**src/hw/rtl/deadline_timer_queue_core_defines.svh**
```systemverilog
// Assertion macros shared by the deadline timer queue RTL.
// Included by the top level, which holds the concurrent checks.
`ifndef DEADLINE_TIMER_QUEUE_CORE_DEFINES_SVH
`define DEADLINE_TIMER_QUEUE_CORE_DEFINES_SVH

// Implication checked in the same cycle, off while reset is asserted.
`define DTQ_ASSERT_NOW(label, ck, rn, ante, cons) \
  label: assert property (@(posedge ck) disable iff (!rn) (ante) |-> (cons)) \
    else $error("deadline timer queue check failed");

// Implication checked in the next cycle, off while reset is asserted.
`define DTQ_ASSERT_NEXT(label, ck, rn, ante, cons) \
  label: assert property (@(posedge ck) disable iff (!rn) (ante) |=> (cons)) \
    else $error("deadline timer queue check failed");

`endif

```
**src/hw/rtl/dtq_pkg.sv**
```systemverilog
// Shared constants, types and helpers of the deadline timer queue.
// No dependencies; the top level and the engine import it.
package dtq_pkg;

  localparam int QUEUE_DEPTH = 16;
  localparam int AW          = (QUEUE_DEPTH > 1) ? $clog2(QUEUE_DEPTH) : 1;
  localparam int CW          = $clog2(QUEUE_DEPTH + 1);
  localparam int TW          = 63;
  localparam int ID_W        = 8;
  localparam int OP_W        = 3;
  localparam int KIND_W      = 2;
  localparam int IN_DW       = ((ID_W + TW + 7) / 8) * 8;
  localparam int OUT_DW      = ((ID_W + 1 + TW + 7) / 8) * 8;

  localparam logic [TW-1:0] TIME_MAX = '1;
  localparam logic [CW-1:0] DEPTH_C  = CW'(QUEUE_DEPTH);

  typedef enum logic [OP_W-1:0] {
    OP_POST_AT     = 3'd0,
    OP_POST_AFTER  = 3'd1,
    OP_CANCEL      = 3'd2,
    OP_RUN_UNTIL   = 3'd3,
    OP_RUN_FOR     = 3'd4,
    OP_RUN_IDLE    = 3'd5,
    OP_SHUTDOWN    = 3'd6
  } dtq_op_t;

  typedef enum logic [KIND_W-1:0] {
    EV_FIRED     = 2'd0,
    EV_CANCELLED = 2'd1,
    EV_DONE      = 2'd2
  } dtq_kind_t;

  // One queue slot as stored in the memory.
  typedef struct packed {
    logic [TW-1:0]   dl;
    logic [ID_W-1:0] task_id;
  } dtq_entry_t;

  localparam int ENTRY_W = $bits(dtq_entry_t);

  // One result item handed from the engine to the output register.
  typedef struct packed {
    dtq_kind_t       kind;
    logic [ID_W-1:0] task_id;
    logic            res;
    logic [TW-1:0]   now;
    logic            last;
  } dtq_event_t;

  typedef struct packed {
    logic          shut;
    logic [CW-1:0] count;
  } dtq_status_t;

  // Circular index: base plus offset, wrapped at the queue depth.
  function automatic logic [AW-1:0] dtq_wrap(input logic [AW-1:0] base,
                                             input logic [AW-1:0] ofs);
    logic [AW:0] s;
    s = {1'b0, base} + {1'b0, ofs};
    if (s >= (AW+1)'(QUEUE_DEPTH)) s = s - (AW+1)'(QUEUE_DEPTH);
    return s[AW-1:0];
  endfunction

endpackage

```
**src/hw/rtl/deadline_timer_queue_core.sv**
```systemverilog
// Deadline timer queue, one operation at a time: in_tready is high only in the idle cycle.
// A post searches the queue for its id and then inserts in deadline order; a cancel searches
// one slot per cycle through the single read port of the slot memory; a run fires due tasks
// timer step by timer step; a shutdown cancels every pending task. The completion item passes
// the output register, output stalls delay it, and the next transfer is accepted after that.
// Synchronous active-low reset clears state, count, head, time, expiry, result, shutdown and output valid only.
`include "deadline_timer_queue_core_defines.svh"

module deadline_timer_queue_core import dtq_pkg::*; (
  input  logic              clk,
  input  logic              rst_n,
  input  logic              in_tvalid,
  output logic              in_tready,
  input  logic [IN_DW-1:0]  in_tdata,   // task_id [7:0], time_value [70:8], zero pad
  input  logic [OP_W-1:0]   in_tuser,   // opcode [2:0]
  output logic              out_tvalid,
  input  logic              out_tready,
  output logic [OUT_DW-1:0] out_tdata,  // event_task [7:0], op_result [8], time_now [71:9]
  output logic [KIND_W-1:0] out_tuser,  // event_kind [1:0]
  output logic              out_tlast
);

  logic                ev_valid;
  logic                ev_ready;
  dtq_event_t          ev;
  dtq_status_t         eng_stat;
  logic                mem_we;
  logic [AW-1:0]       mem_waddr;
  dtq_entry_t          mem_wdata;
  logic                mem_re;
  logic [AW-1:0]       mem_raddr;
  logic [ENTRY_W-1:0]  mem_rdata_raw;
  dtq_entry_t          mem_rdata;
  logic                out_vld_r;
  dtq_event_t          out_ev_r;

  assign mem_rdata = dtq_entry_t'(mem_rdata_raw);

  dtq_ram #(
    .DEPTH (QUEUE_DEPTH),
    .WIDTH (ENTRY_W)
  ) u_ram (
    .clk   (clk),
    .we    (mem_we),
    .waddr (mem_waddr),
    .wdata (mem_wdata),
    .re    (mem_re),
    .raddr (mem_raddr),
    .rdata (mem_rdata_raw)
  );

  dtq_engine u_engine (
    .clk       (clk),
    .rst_n     (rst_n),
    .in_valid  (in_tvalid),
    .in_ready  (in_tready),
    .in_op     (in_tuser),
    .in_id     (in_tdata[ID_W-1:0]),
    .in_time   (in_tdata[ID_W+TW-1:ID_W]),
    .ev_valid  (ev_valid),
    .ev_ready  (ev_ready),
    .ev        (ev),
    .mem_we    (mem_we),
    .mem_waddr (mem_waddr),
    .mem_wdata (mem_wdata),
    .mem_re    (mem_re),
    .mem_raddr (mem_raddr),
    .mem_rdata (mem_rdata),
    .stat      (eng_stat)
  );

  // Output register: a result waiting for its transfer stalls the engine only at its next result.
  assign ev_ready = !out_vld_r || out_tready;

  always_ff @(posedge clk) begin
    if (!rst_n) begin
      out_vld_r <= 1'b0;
    end else if (ev_ready) begin
      out_vld_r <= ev_valid;
    end
  end

  always_ff @(posedge clk) begin
    if (ev_valid && ev_ready) begin
      out_ev_r <= ev;
    end
  end

  assign out_tvalid = out_vld_r;
  assign out_tdata  = {out_ev_r.now, out_ev_r.res, out_ev_r.task_id};
  assign out_tuser  = out_ev_r.kind;
  assign out_tlast  = out_ev_r.last;

  `DTQ_ASSERT_NOW(a_cnt_bound, clk, rst_n, 1'b1, eng_stat.count <= DEPTH_C)
  `DTQ_ASSERT_NOW(a_shut_empty, clk, rst_n, eng_stat.shut, eng_stat.count == '0)
  `DTQ_ASSERT_NEXT(a_ev_lands, clk, rst_n, ev_valid && ev_ready, out_tvalid)
  `DTQ_ASSERT_NEXT(a_one_op, clk, rst_n, in_tvalid && in_tready, !in_tready)

endmodule

```
**src/hw/rtl/dtq_ram.sv**
```systemverilog
// Generic simple dual-port RAM: one write port, one registered read port.
// No dependencies; holds the queue slots of the deadline timer queue.
module dtq_ram #(
  parameter int DEPTH = 16,
  parameter int WIDTH = 8,
  localparam int AW = (DEPTH > 1) ? $clog2(DEPTH) : 1
) (
  input  logic             clk,
  input  logic             we,
  input  logic [AW-1:0]    waddr,
  input  logic [WIDTH-1:0] wdata,
  input  logic             re,
  input  logic [AW-1:0]    raddr,
  output logic [WIDTH-1:0] rdata
);

  logic [WIDTH-1:0] mem_r [DEPTH];
  logic [WIDTH-1:0] rdata_r;

  always_ff @(posedge clk) begin
    if (we) begin
      mem_r[waddr] <= wdata;
    end
  end

  // Read data holds until the next read is issued.
  always_ff @(posedge clk) begin
    if (re) begin
      rdata_r <= mem_r[raddr];
    end
  end

  assign rdata = rdata_r;

endmodule

```
**src/hw/rtl/dtq_engine.sv**
```systemverilog
// Operation sequencer of the deadline timer queue: search, shift, insert,
// dispatch and shutdown walks over the slot memory. Depends on dtq_pkg.
module dtq_engine import dtq_pkg::*; (
  input  logic              clk,
  input  logic              rst_n,
  input  logic              in_valid,
  output logic              in_ready,
  input  logic [OP_W-1:0]   in_op,
  input  logic [ID_W-1:0]   in_id,
  input  logic [TW-1:0]     in_time,
  output logic              ev_valid,
  input  logic              ev_ready,
  output dtq_event_t        ev,
  output logic              mem_we,
  output logic [AW-1:0]     mem_waddr,
  output dtq_entry_t        mem_wdata,
  output logic              mem_re,
  output logic [AW-1:0]     mem_raddr,
  input  dtq_entry_t        mem_rdata,
  output dtq_status_t       stat
);

  typedef enum logic [4:0] {
    S_IDLE, S_FIND_RD, S_FIND_CMP, S_REM_MV, S_REM_END, S_INS_START, S_INS,
    S_INS_HEAD, S_RUN_CHK, S_FIRE_RD, S_FIRE_EV, S_FIRE_END, S_SD_RD, S_SD_EV,
    S_CANC_EV, S_DONE
  } state_t;

  state_t          st_r, st_nxt;
  dtq_op_t         op_r, op_nxt;
  logic [ID_W-1:0] id_r, id_nxt;
  logic [TW-1:0]   tgt_r, tgt_nxt;
  logic [TW-1:0]   now_r, now_nxt;
  logic [TW-1:0]   nx_r, nx_nxt;
  logic [TW-1:0]   fdl_r, fdl_nxt;
  logic [TW-1:0]   d1_r, d1_nxt;
  logic [CW-1:0]   cnt_r, cnt_nxt;
  logic [AW-1:0]   hd_r, hd_nxt;
  logic [CW-1:0]   idx_r, idx_nxt;
  logic [CW-1:0]   j_r, j_nxt;
  logic            res_r, res_nxt;
  logic            shut_r, shut_nxt;

  logic            is_post;
  logic [CW-1:0]   idx1, j1, j2, jm1, jm2, cm1;
  dtq_entry_t      new_ent;

  function automatic logic [TW-1:0] sat_add(input logic [TW-1:0] a,
                                            input logic [TW-1:0] b);
    logic [TW:0] s;
    s = {1'b0, a} + {1'b0, b};
    return s[TW] ? TIME_MAX : s[TW-1:0];
  endfunction

  assign is_post = (op_r == OP_POST_AT) || (op_r == OP_POST_AFTER);
  assign idx1    = idx_r + CW'(1);
  assign j1      = j_r + CW'(1);
  assign j2      = j_r + CW'(2);
  assign jm1     = j_r - CW'(1);
  assign jm2     = j_r - CW'(2);
  assign cm1     = cnt_r - CW'(1);
  assign new_ent = '{dl: tgt_r, task_id: id_r};

  assign in_ready = (st_r == S_IDLE);
  assign stat     = '{shut: shut_r, count: cnt_r};

  always_comb begin
    st_nxt    = st_r;
    op_nxt    = op_r;
    id_nxt    = id_r;
    tgt_nxt   = tgt_r;
    now_nxt   = now_r;
    nx_nxt    = nx_r;
    fdl_nxt   = fdl_r;
    d1_nxt    = d1_r;
    cnt_nxt   = cnt_r;
    hd_nxt    = hd_r;
    idx_nxt   = idx_r;
    j_nxt     = j_r;
    res_nxt   = res_r;
    shut_nxt  = shut_r;
    mem_we    = 1'b0;
    mem_waddr = dtq_wrap(hd_r, j_r[AW-1:0]);
    mem_wdata = new_ent;
    mem_re    = 1'b0;
    mem_raddr = hd_r;
    ev_valid  = 1'b0;
    ev        = '{kind: EV_DONE, task_id: '0, res: 1'b0, now: now_r, last: 1'b0};

    unique case (st_r)
      S_IDLE: begin
        if (in_valid) begin
          op_nxt  = dtq_op_t'(in_op);
          id_nxt  = in_id;
          res_nxt = 1'b0;
          unique case (in_op) inside
            OP_POST_AFTER, OP_RUN_FOR: tgt_nxt = sat_add(now_r, in_time);
            OP_RUN_IDLE:               tgt_nxt = now_r;
            default:                   tgt_nxt = in_time;
          endcase
          unique case (in_op) inside
            OP_POST_AT, OP_POST_AFTER: st_nxt = shut_r ? S_CANC_EV : S_FIND_RD;
            OP_CANCEL:                 st_nxt = shut_r ? S_DONE : S_FIND_RD;
            OP_RUN_UNTIL, OP_RUN_FOR, OP_RUN_IDLE: begin
              st_nxt = shut_r ? S_DONE : S_RUN_CHK;
            end
            OP_SHUTDOWN: begin
              if (shut_r) begin
                st_nxt = S_DONE;
              end else begin
                res_nxt = (cnt_r != '0);
                st_nxt  = S_SD_RD;
              end
            end
            default: st_nxt = S_DONE;
          endcase
        end
      end

      S_FIND_RD: begin
        if (cnt_r == '0) begin
          st_nxt = is_post ? S_INS_START : S_DONE;
        end else begin
          mem_re    = 1'b1;
          mem_raddr = hd_r;
          idx_nxt   = '0;
          st_nxt    = S_FIND_CMP;
        end
      end

      // Compare one slot per cycle; the following slot is fetched ahead,
      // which is also the first read of the shift when this one matches.
      S_FIND_CMP: begin
        if (idx1 < cnt_r) begin
          mem_re    = 1'b1;
          mem_raddr = dtq_wrap(hd_r, idx1[AW-1:0]);
        end
        if (mem_rdata.task_id == id_r) begin
          fdl_nxt = mem_rdata.dl;
          j_nxt   = idx_r;
          if (idx1 < cnt_r) begin
            st_nxt = S_REM_MV;
          end else begin
            cnt_nxt = cm1;
            st_nxt  = S_REM_END;
          end
        end else if (idx1 >= cnt_r) begin
          if (!is_post) begin
            st_nxt = S_DONE;
          end else if (cnt_r >= DEPTH_C) begin
            st_nxt = S_CANC_EV;
          end else begin
            st_nxt = S_INS_START;
          end
        end else begin
          idx_nxt = idx1;
        end
      end

      S_REM_MV: begin
        mem_we    = 1'b1;
        mem_waddr = dtq_wrap(hd_r, j_r[AW-1:0]);
        mem_wdata = mem_rdata;
        if (j_r == '0) d1_nxt = mem_rdata.dl;
        if (j2 < cnt_r) begin
          mem_re    = 1'b1;
          mem_raddr = dtq_wrap(hd_r, j2[AW-1:0]);
          j_nxt     = j1;
        end else begin
          cnt_nxt = cm1;
          st_nxt  = S_REM_END;
        end
      end

      S_REM_END: begin
        if (is_post) begin
          st_nxt = S_INS_START;
        end else begin
          // A cancelled head re-arms the timer unless its successor ties; an emptied queue disarms it.
          res_nxt = 1'b1;
          if (idx_r == '0) begin
            if (cnt_r == '0) begin
              nx_nxt = TIME_MAX;
            end else if (d1_r > fdl_r) begin
              nx_nxt = d1_r;
            end
          end
          st_nxt = S_DONE;
        end
      end

      S_INS_START: begin
        j_nxt = cnt_r;
        if (cnt_r == '0) begin
          mem_we    = 1'b1;
          mem_waddr = hd_r;
          nx_nxt    = tgt_r;
          cnt_nxt   = cnt_r + CW'(1);
          st_nxt    = S_DONE;
        end else begin
          mem_re    = 1'b1;
          mem_raddr = dtq_wrap(hd_r, cm1[AW-1:0]);
          st_nxt    = S_INS;
        end
      end

      // Walk from the tail toward the head, moving later deadlines up.
      S_INS: begin
        mem_we    = 1'b1;
        mem_waddr = dtq_wrap(hd_r, j_r[AW-1:0]);
        if (mem_rdata.dl > tgt_r) begin
          mem_wdata = mem_rdata;
          if (j_r == CW'(1)) begin
            st_nxt = S_INS_HEAD;
          end else begin
            mem_re    = 1'b1;
            mem_raddr = dtq_wrap(hd_r, jm2[AW-1:0]);
            j_nxt     = jm1;
          end
        end else begin
          cnt_nxt = cnt_r + CW'(1);
          st_nxt  = S_DONE;
        end
      end

      S_INS_HEAD: begin
        mem_we    = 1'b1;
        mem_waddr = hd_r;
        nx_nxt    = tgt_r;
        cnt_nxt   = cnt_r + CW'(1);
        st_nxt    = S_DONE;
      end

      S_RUN_CHK: begin
        if (tgt_r < nx_r) begin
          now_nxt = tgt_r;
          st_nxt  = S_DONE;
        end else begin
          now_nxt = nx_r;
          nx_nxt  = TIME_MAX;
          st_nxt  = S_FIRE_RD;
        end
      end

      S_FIRE_RD: begin
        if (cnt_r == '0) begin
          st_nxt = S_FIRE_END;
        end else begin
          mem_re    = 1'b1;
          mem_raddr = hd_r;
          st_nxt    = S_FIRE_EV;
        end
      end

      S_FIRE_EV: begin
        if (mem_rdata.dl <= now_r) begin
          ev_valid   = 1'b1;
          ev.kind    = EV_FIRED;
          ev.task_id = mem_rdata.task_id;
          if (ev_ready) begin
            hd_nxt  = dtq_wrap(hd_r, AW'(1));
            cnt_nxt = cm1;
            res_nxt = 1'b1;
            st_nxt  = S_FIRE_RD;
          end
        end else begin
          nx_nxt = mem_rdata.dl;
          st_nxt = S_FIRE_END;
        end
      end

      S_FIRE_END: begin
        st_nxt = (now_r == TIME_MAX) ? S_DONE : S_RUN_CHK;
      end

      S_SD_RD: begin
        if (cnt_r == '0) begin
          shut_nxt = 1'b1;
          st_nxt   = S_DONE;
        end else begin
          mem_re    = 1'b1;
          mem_raddr = hd_r;
          st_nxt    = S_SD_EV;
        end
      end

      S_SD_EV: begin
        ev_valid   = 1'b1;
        ev.kind    = EV_CANCELLED;
        ev.task_id = mem_rdata.task_id;
        if (ev_ready) begin
          hd_nxt  = dtq_wrap(hd_r, AW'(1));
          cnt_nxt = cm1;
          st_nxt  = S_SD_RD;
        end
      end

      S_CANC_EV: begin
        ev_valid   = 1'b1;
        ev.kind    = EV_CANCELLED;
        ev.task_id = id_r;
        if (ev_ready) st_nxt = S_DONE;
      end

      S_DONE: begin
        ev_valid = 1'b1;
        ev.kind  = EV_DONE;
        ev.res   = res_r;
        ev.last  = 1'b1;
        if (ev_ready) st_nxt = S_IDLE;
      end

      default: st_nxt = S_IDLE;
    endcase
  end

  always_ff @(posedge clk) begin
    if (!rst_n) begin
      st_r   <= S_IDLE;
      now_r  <= '0;
      nx_r   <= TIME_MAX;
      cnt_r  <= '0;
      hd_r   <= '0;
      res_r  <= 1'b0;
      shut_r <= 1'b0;
    end else begin
      st_r   <= st_nxt;
      op_r   <= op_nxt;
      id_r   <= id_nxt;
      tgt_r  <= tgt_nxt;
      now_r  <= now_nxt;
      nx_r   <= nx_nxt;
      fdl_r  <= fdl_nxt;
      d1_r   <= d1_nxt;
      cnt_r  <= cnt_nxt;
      hd_r   <= hd_nxt;
      idx_r  <= idx_nxt;
      j_r    <= j_nxt;
      res_r  <= res_nxt;
      shut_r <= shut_nxt;
    end
  end

endmodule
```
**config.mk**
```make
export PLATFORM = sky130hd
export DESIGN_NAME = deadline_timer_queue_core
export DESIGN_NICKNAME = d
export VERILOG_FILES = /design/src/hw/rtl/dtq_pkg.sv /design/src/hw/rtl/deadline_timer_queue_core.sv /design/src/hw/rtl/dtq_ram.sv /design/src/hw/rtl/dtq_engine.sv
export VERILOG_INCLUDE_DIRS = /design/src /design/src/hw/rtl
export SDC_FILE = /design/constraint.sdc
export NUM_CORES = 2
export LEC_CHECK = 0
export ABC_CLOCK_PERIOD_IN_PS = 8600
export BUFFER_PORTS_ARGS = -buffer_cell sky130_fd_sc_hd__buf_4
export CAP_MARGIN = 20
export CORE_ASPECT_RATIO = 1.2
export CORE_MARGIN = 3
export CORE_UTILIZATION = 56
export DETAILED_ROUTE_END_ITERATION = 7
export GPL_TIMING_DRIVEN = 0
export PLACE_DENSITY = 0.72
export SLEW_MARGIN = 20
export SYNTH_ARGS = -nofsm -noshare
export SYNTH_HDL_FRONTEND = slang
export SYNTH_SLANG_ARGS = --single-unit
```
**constraint.sdc**
```tcl
create_clock -name clk -period 8.6 [get_ports clk]
set_input_delay 0.43 -clock clk [delete_from_list [all_inputs] [get_ports clk]]
set_output_delay 0.43 -clock clk [all_outputs]
set_load 0.02 [all_outputs]
```
==> results.md <==
* Number of global-route vias before repair at 49,850
* CTS sink cnt at 1,633
* Req. time, crit path at 9.25 ns
* Worst R2R Setup Slack at 2.13 ns
* Yosys cell types at 73
* Post-CTS setup repair buffer count at 0
* Synth Instances at 5,841
* Worst setup EP type: flop
* RSZ-0062 raised after global routing: false
* Vias per cell at 6.094
* CP max stage delay at 0.91 ns
* Status: completed
* Synth area leaders: edfxtp_1, mux2i_1, ha_1, dfxtp_1, a21oi_1
* Share of layout cells above drive strength 1 at 10.95%
* CORE AREA at 0.1378 mm2
* R2R Path End: u_ram.mem_r[0][49]
* Reg2reg start: u_engine.tgt_r[16]
* Routability cong. at 0.9741
* CTS tree: yes
* GR Util met2 at 53.41%
* Worst Setup Start Kind: flop
* Antenna violations before repair at 8
* Largest net degree at the start of global routing at 50
* Min Tclk post-route at 6.474 ns
* Final Hold Viols at 0
* Congestion Overflow GR at 0
* Hold EP: u_engine.tgt_r[57]
* Power Dens Cells at 332.1 mW/mm2
* Clock skew at 0.03098 ns
* Area grow syn2layout at 14.12%
* CP arrival at 7.13 ns
* Initial drt markers at 4,477
* CTS resizes at 0
* Initial core utilization at 56.45%
* Slew @ Worst Pin at 1.217 ns
* Routed WL at 228,900 um
* Min-delay worst type: primary input to flop
* Slowest library cell on the worst path: clkbuf_1
* Quantity of I/O buffers inserted on ports at 152
* DR vias at 50,250
* Cells traversed along the worst timing path: inv_1 -> ha_1 -> a21oi_1 -> o21ai_0 -> a221oi_1 -> nor2_1 -> nor4_1 -> o311ai_2 -> nand2_1 -> nand2_1 -> nand2_1 -> clkbuf_1 -> clkbuf_1 -> nand2_1 -> o21ai_1 -> buf_4
* Min-delay src: in_tdata[65]
* Most frequent CP cell: nand2_1
* Worst vdd ir at 0.2326 mV
* Yosys top cell by area: edfxtp_1
* Syn Nets at 6,272
* Post-synthesis instance area at 0.07777 mm2
* Antenna-violating nets left at 0
* Met3 Use GR at 4.272%
* EDFF count, synth at 1,491
* CTS max path bufs at 3
* Die Y at 414.2 um
* CP max FO at 10
* Leakage at 35.10 nW
* Placed Area at 0.08326 mm2
* R2r worst-path depth at 16
* Number of clock buffers inserted by TritonCTS at 159
* Rows at 149
* First-pass GRT wire length at 330,600 um
* Post-DP HPWL at 172,400 um
* Die X at 346.2 um
* Final core utilization at 64.42%
* Slew Viols, Final at 0
* I/O pin count at 156
* DRC viols at 0
* Most used routing layer: met2
* Final setup viols at 0
* CP Class: flop to flop
* Crit share post-route at 75.28%
* Async set or reset register ratio after synthesis at 0%
* Fmax at 0.1545 GHz
* Pre-antenna DRT Iters at 8
* Share of the synthesized area in the top cell type at 57.57%
* Fill cells at 10,250
* Total GRT Usage at 31.60%
* Flops & latches, synth at 1,633
* Final net count at 6,733
* Clock-pin slew on the worst setup and hold paths at 0.06 ns
* Top FF cell, synth: edfxtp_1
* Htree depth at 4
* Max-cap check violation count at 0
* Max-Slew Margin vs Limit at 18.56%
* CTS Hold Bufs at 45
* Drt wl/cell at 27.76 um
* Die Area at 0.1434 mm2
* YS warnings at 0
* Final instance area at 0.08875 mm2
* Synthesized area per cell at 13.32 um2
* Clk_lat worst skew at 0.82 ns
* Met1 GRT Util at 40.07%
* Register area share after synthesis at 61.22%
* CTS Root Cell: clkbuf_16
* Hold path cells at 3
through the flow:
| step | setup WS [ns] | setup TNS [ns] | hold slack, ns | total power [mW] | std cells |
|---|---|---|---|---|---|
| after global routing | 2.151 | 0 | 0.02454 | 30.86 | 8244 |
| after global placement | -2.250 | -2324.57 | 0.5142 | 22.36 | 7805 |
| after floorplan | 2.278 | 0 | 0.4450 | 18.51 | 5841 |
| final | 2.126 | 0 | 0.04810 | 29.47 | 8245 |
| after detailed placement | 2.267 | 0 | 0.5178 | 22.71 | 7908 |
| after CTS | 2.220 | 0 | 0.0002633 | 29.47 | 8244 |
critical path: cells and delay by family, from the launching register on:
family	cells	cell delay, ns
flip-flops	1	0.51
AO/OA/AOI/OAI	5	1.76
adder cells (fa/ha/maj)	1	0.29
AND/OR/NAND/NOR	6	1.72
buffers and inverters	4	1.99
cell usage in the layout (no fill, tap or decap), types with 32 or more instances in the layout:
cell and instances:
dlygate4sd3_1 45, buf_4 257, clkinv_1 32, xor2_1 47
buf_2 55, clkbuf_16 165, o21ai_0 257, o21ai_1 33
nand3_1 111, a21oi_1 436, mux2i_1 1073, nor3_1 37
edfxtp_1 1491, a21o_1 111, ha_1 347, o22ai_1 37
xnor2_1 52, dfxtp_1 142, inv_1 354, mux2_1 60
nor2_1 194, buf_12 42, nand2_1 277, nand4_1 88
o21ai_2 34, clkbuf_1 178
synthesized netlist by cell type (all sizes together) (9+ instances only):
master and n:
mux2 72, a22o 9, inv 354, nor2 214, xnor2 52, nand4 88, a32oi 20, o21ai 324
nor4 13, nor3 43, o22ai 37, a22oi 18, nor2b 28, a21oi 437, o21bai 13, and2 12
xor2 47, a31oi 24, nand2b 25, ha 347, nand3 111, and3 15, or3 11, mux2i 1073
edfxtp 1491, a21o 111, dfxtp 142, clkbuf 143, nand2 277, buf 142, a211oi 22, a221oi 11
o211ai 18
metal layers:
| layer | part of all wire, % | vias up |
|---|---|---|
| li1 | - | 22970 |
| met3 | 6.5 | 456 |
| met5 | 0.0057 | - |
| met4 | 5.5 | 2 |
| met2 | 49 | 2054 |
| met1 | 39 | 24770 |
area by class of cell:
cell class,instances,area (um2),share of cell area [%]
Antenna cell,1,2.502,0.002819
Buffer,285,1419,1.599
Clock buffer,204,4295,4.840
Clock inverter,87,714.4,0.8050
Inverter,354,1329,1.497
Multi-Input combinational cell,3569,27740,31.26
Sequential cell,1633,47620,53.65
Tap cell,1812,2267,2.554
Timing Repair Buffer,300,3368,3.795
worst max-delay path by stage:
stage	start	to	slack [ns]
finish	u_engine.tgt_r[16]	u_ram.mem_r[0][49]	2.13
global route	u_engine.tgt_r[16]	u_ram.mem_r[10][28]	2.15
CTS	u_engine.tgt_r[18]	u_ram.mem_r[0][49]	2.22
detailed placement	u_ram.rdata[24]	u_ram.mem_r[3][49]	2.27
global placement	u_engine.cnt_r[0]	u_ram.mem_r[3][21]	-2.25
floorplan	u_ram.rdata[48]	out_tdata[0]	2.28
power breakdown:
part	leakage (nW)	switching [mW]	internal, mW
Combinational	18.0	7.25	4.31
Clock	2.45	2.97	3.79
Sequential	14.6	0.970	10.2
Total	35.1	11.2	18.3
cells by family after synthesis:
family,after synthesis,synth area share [%]
compound gates,1110,8.371
xor+xnor,99,1.115
fa+ha+maj,352,5.711
buf+inv,639,3.531
flops,1633,61.22
mux,1145,14.85
simple gates,863,5.196
state kept, by name (all words and copies together), names as in the netlist, 2 cells and up:
name,cells
out_tdata,72
out_tuser,2
u_engine.cnt_r,5
u_engine.d1_r,63
u_engine.fdl_r,63
u_engine.hd_r,4
u_engine.id_r,8
u_engine.idx_r,5
u_engine.j_r,5
u_engine.now_r,63
u_engine.nx_r,63
u_engine.op_r,2
u_engine.st_r,4
u_engine.tgt_r,63
u_ram.mem_r,1136
u_ram.rdata,71
No activity file was read; power rests on OpenSTA's default activity.
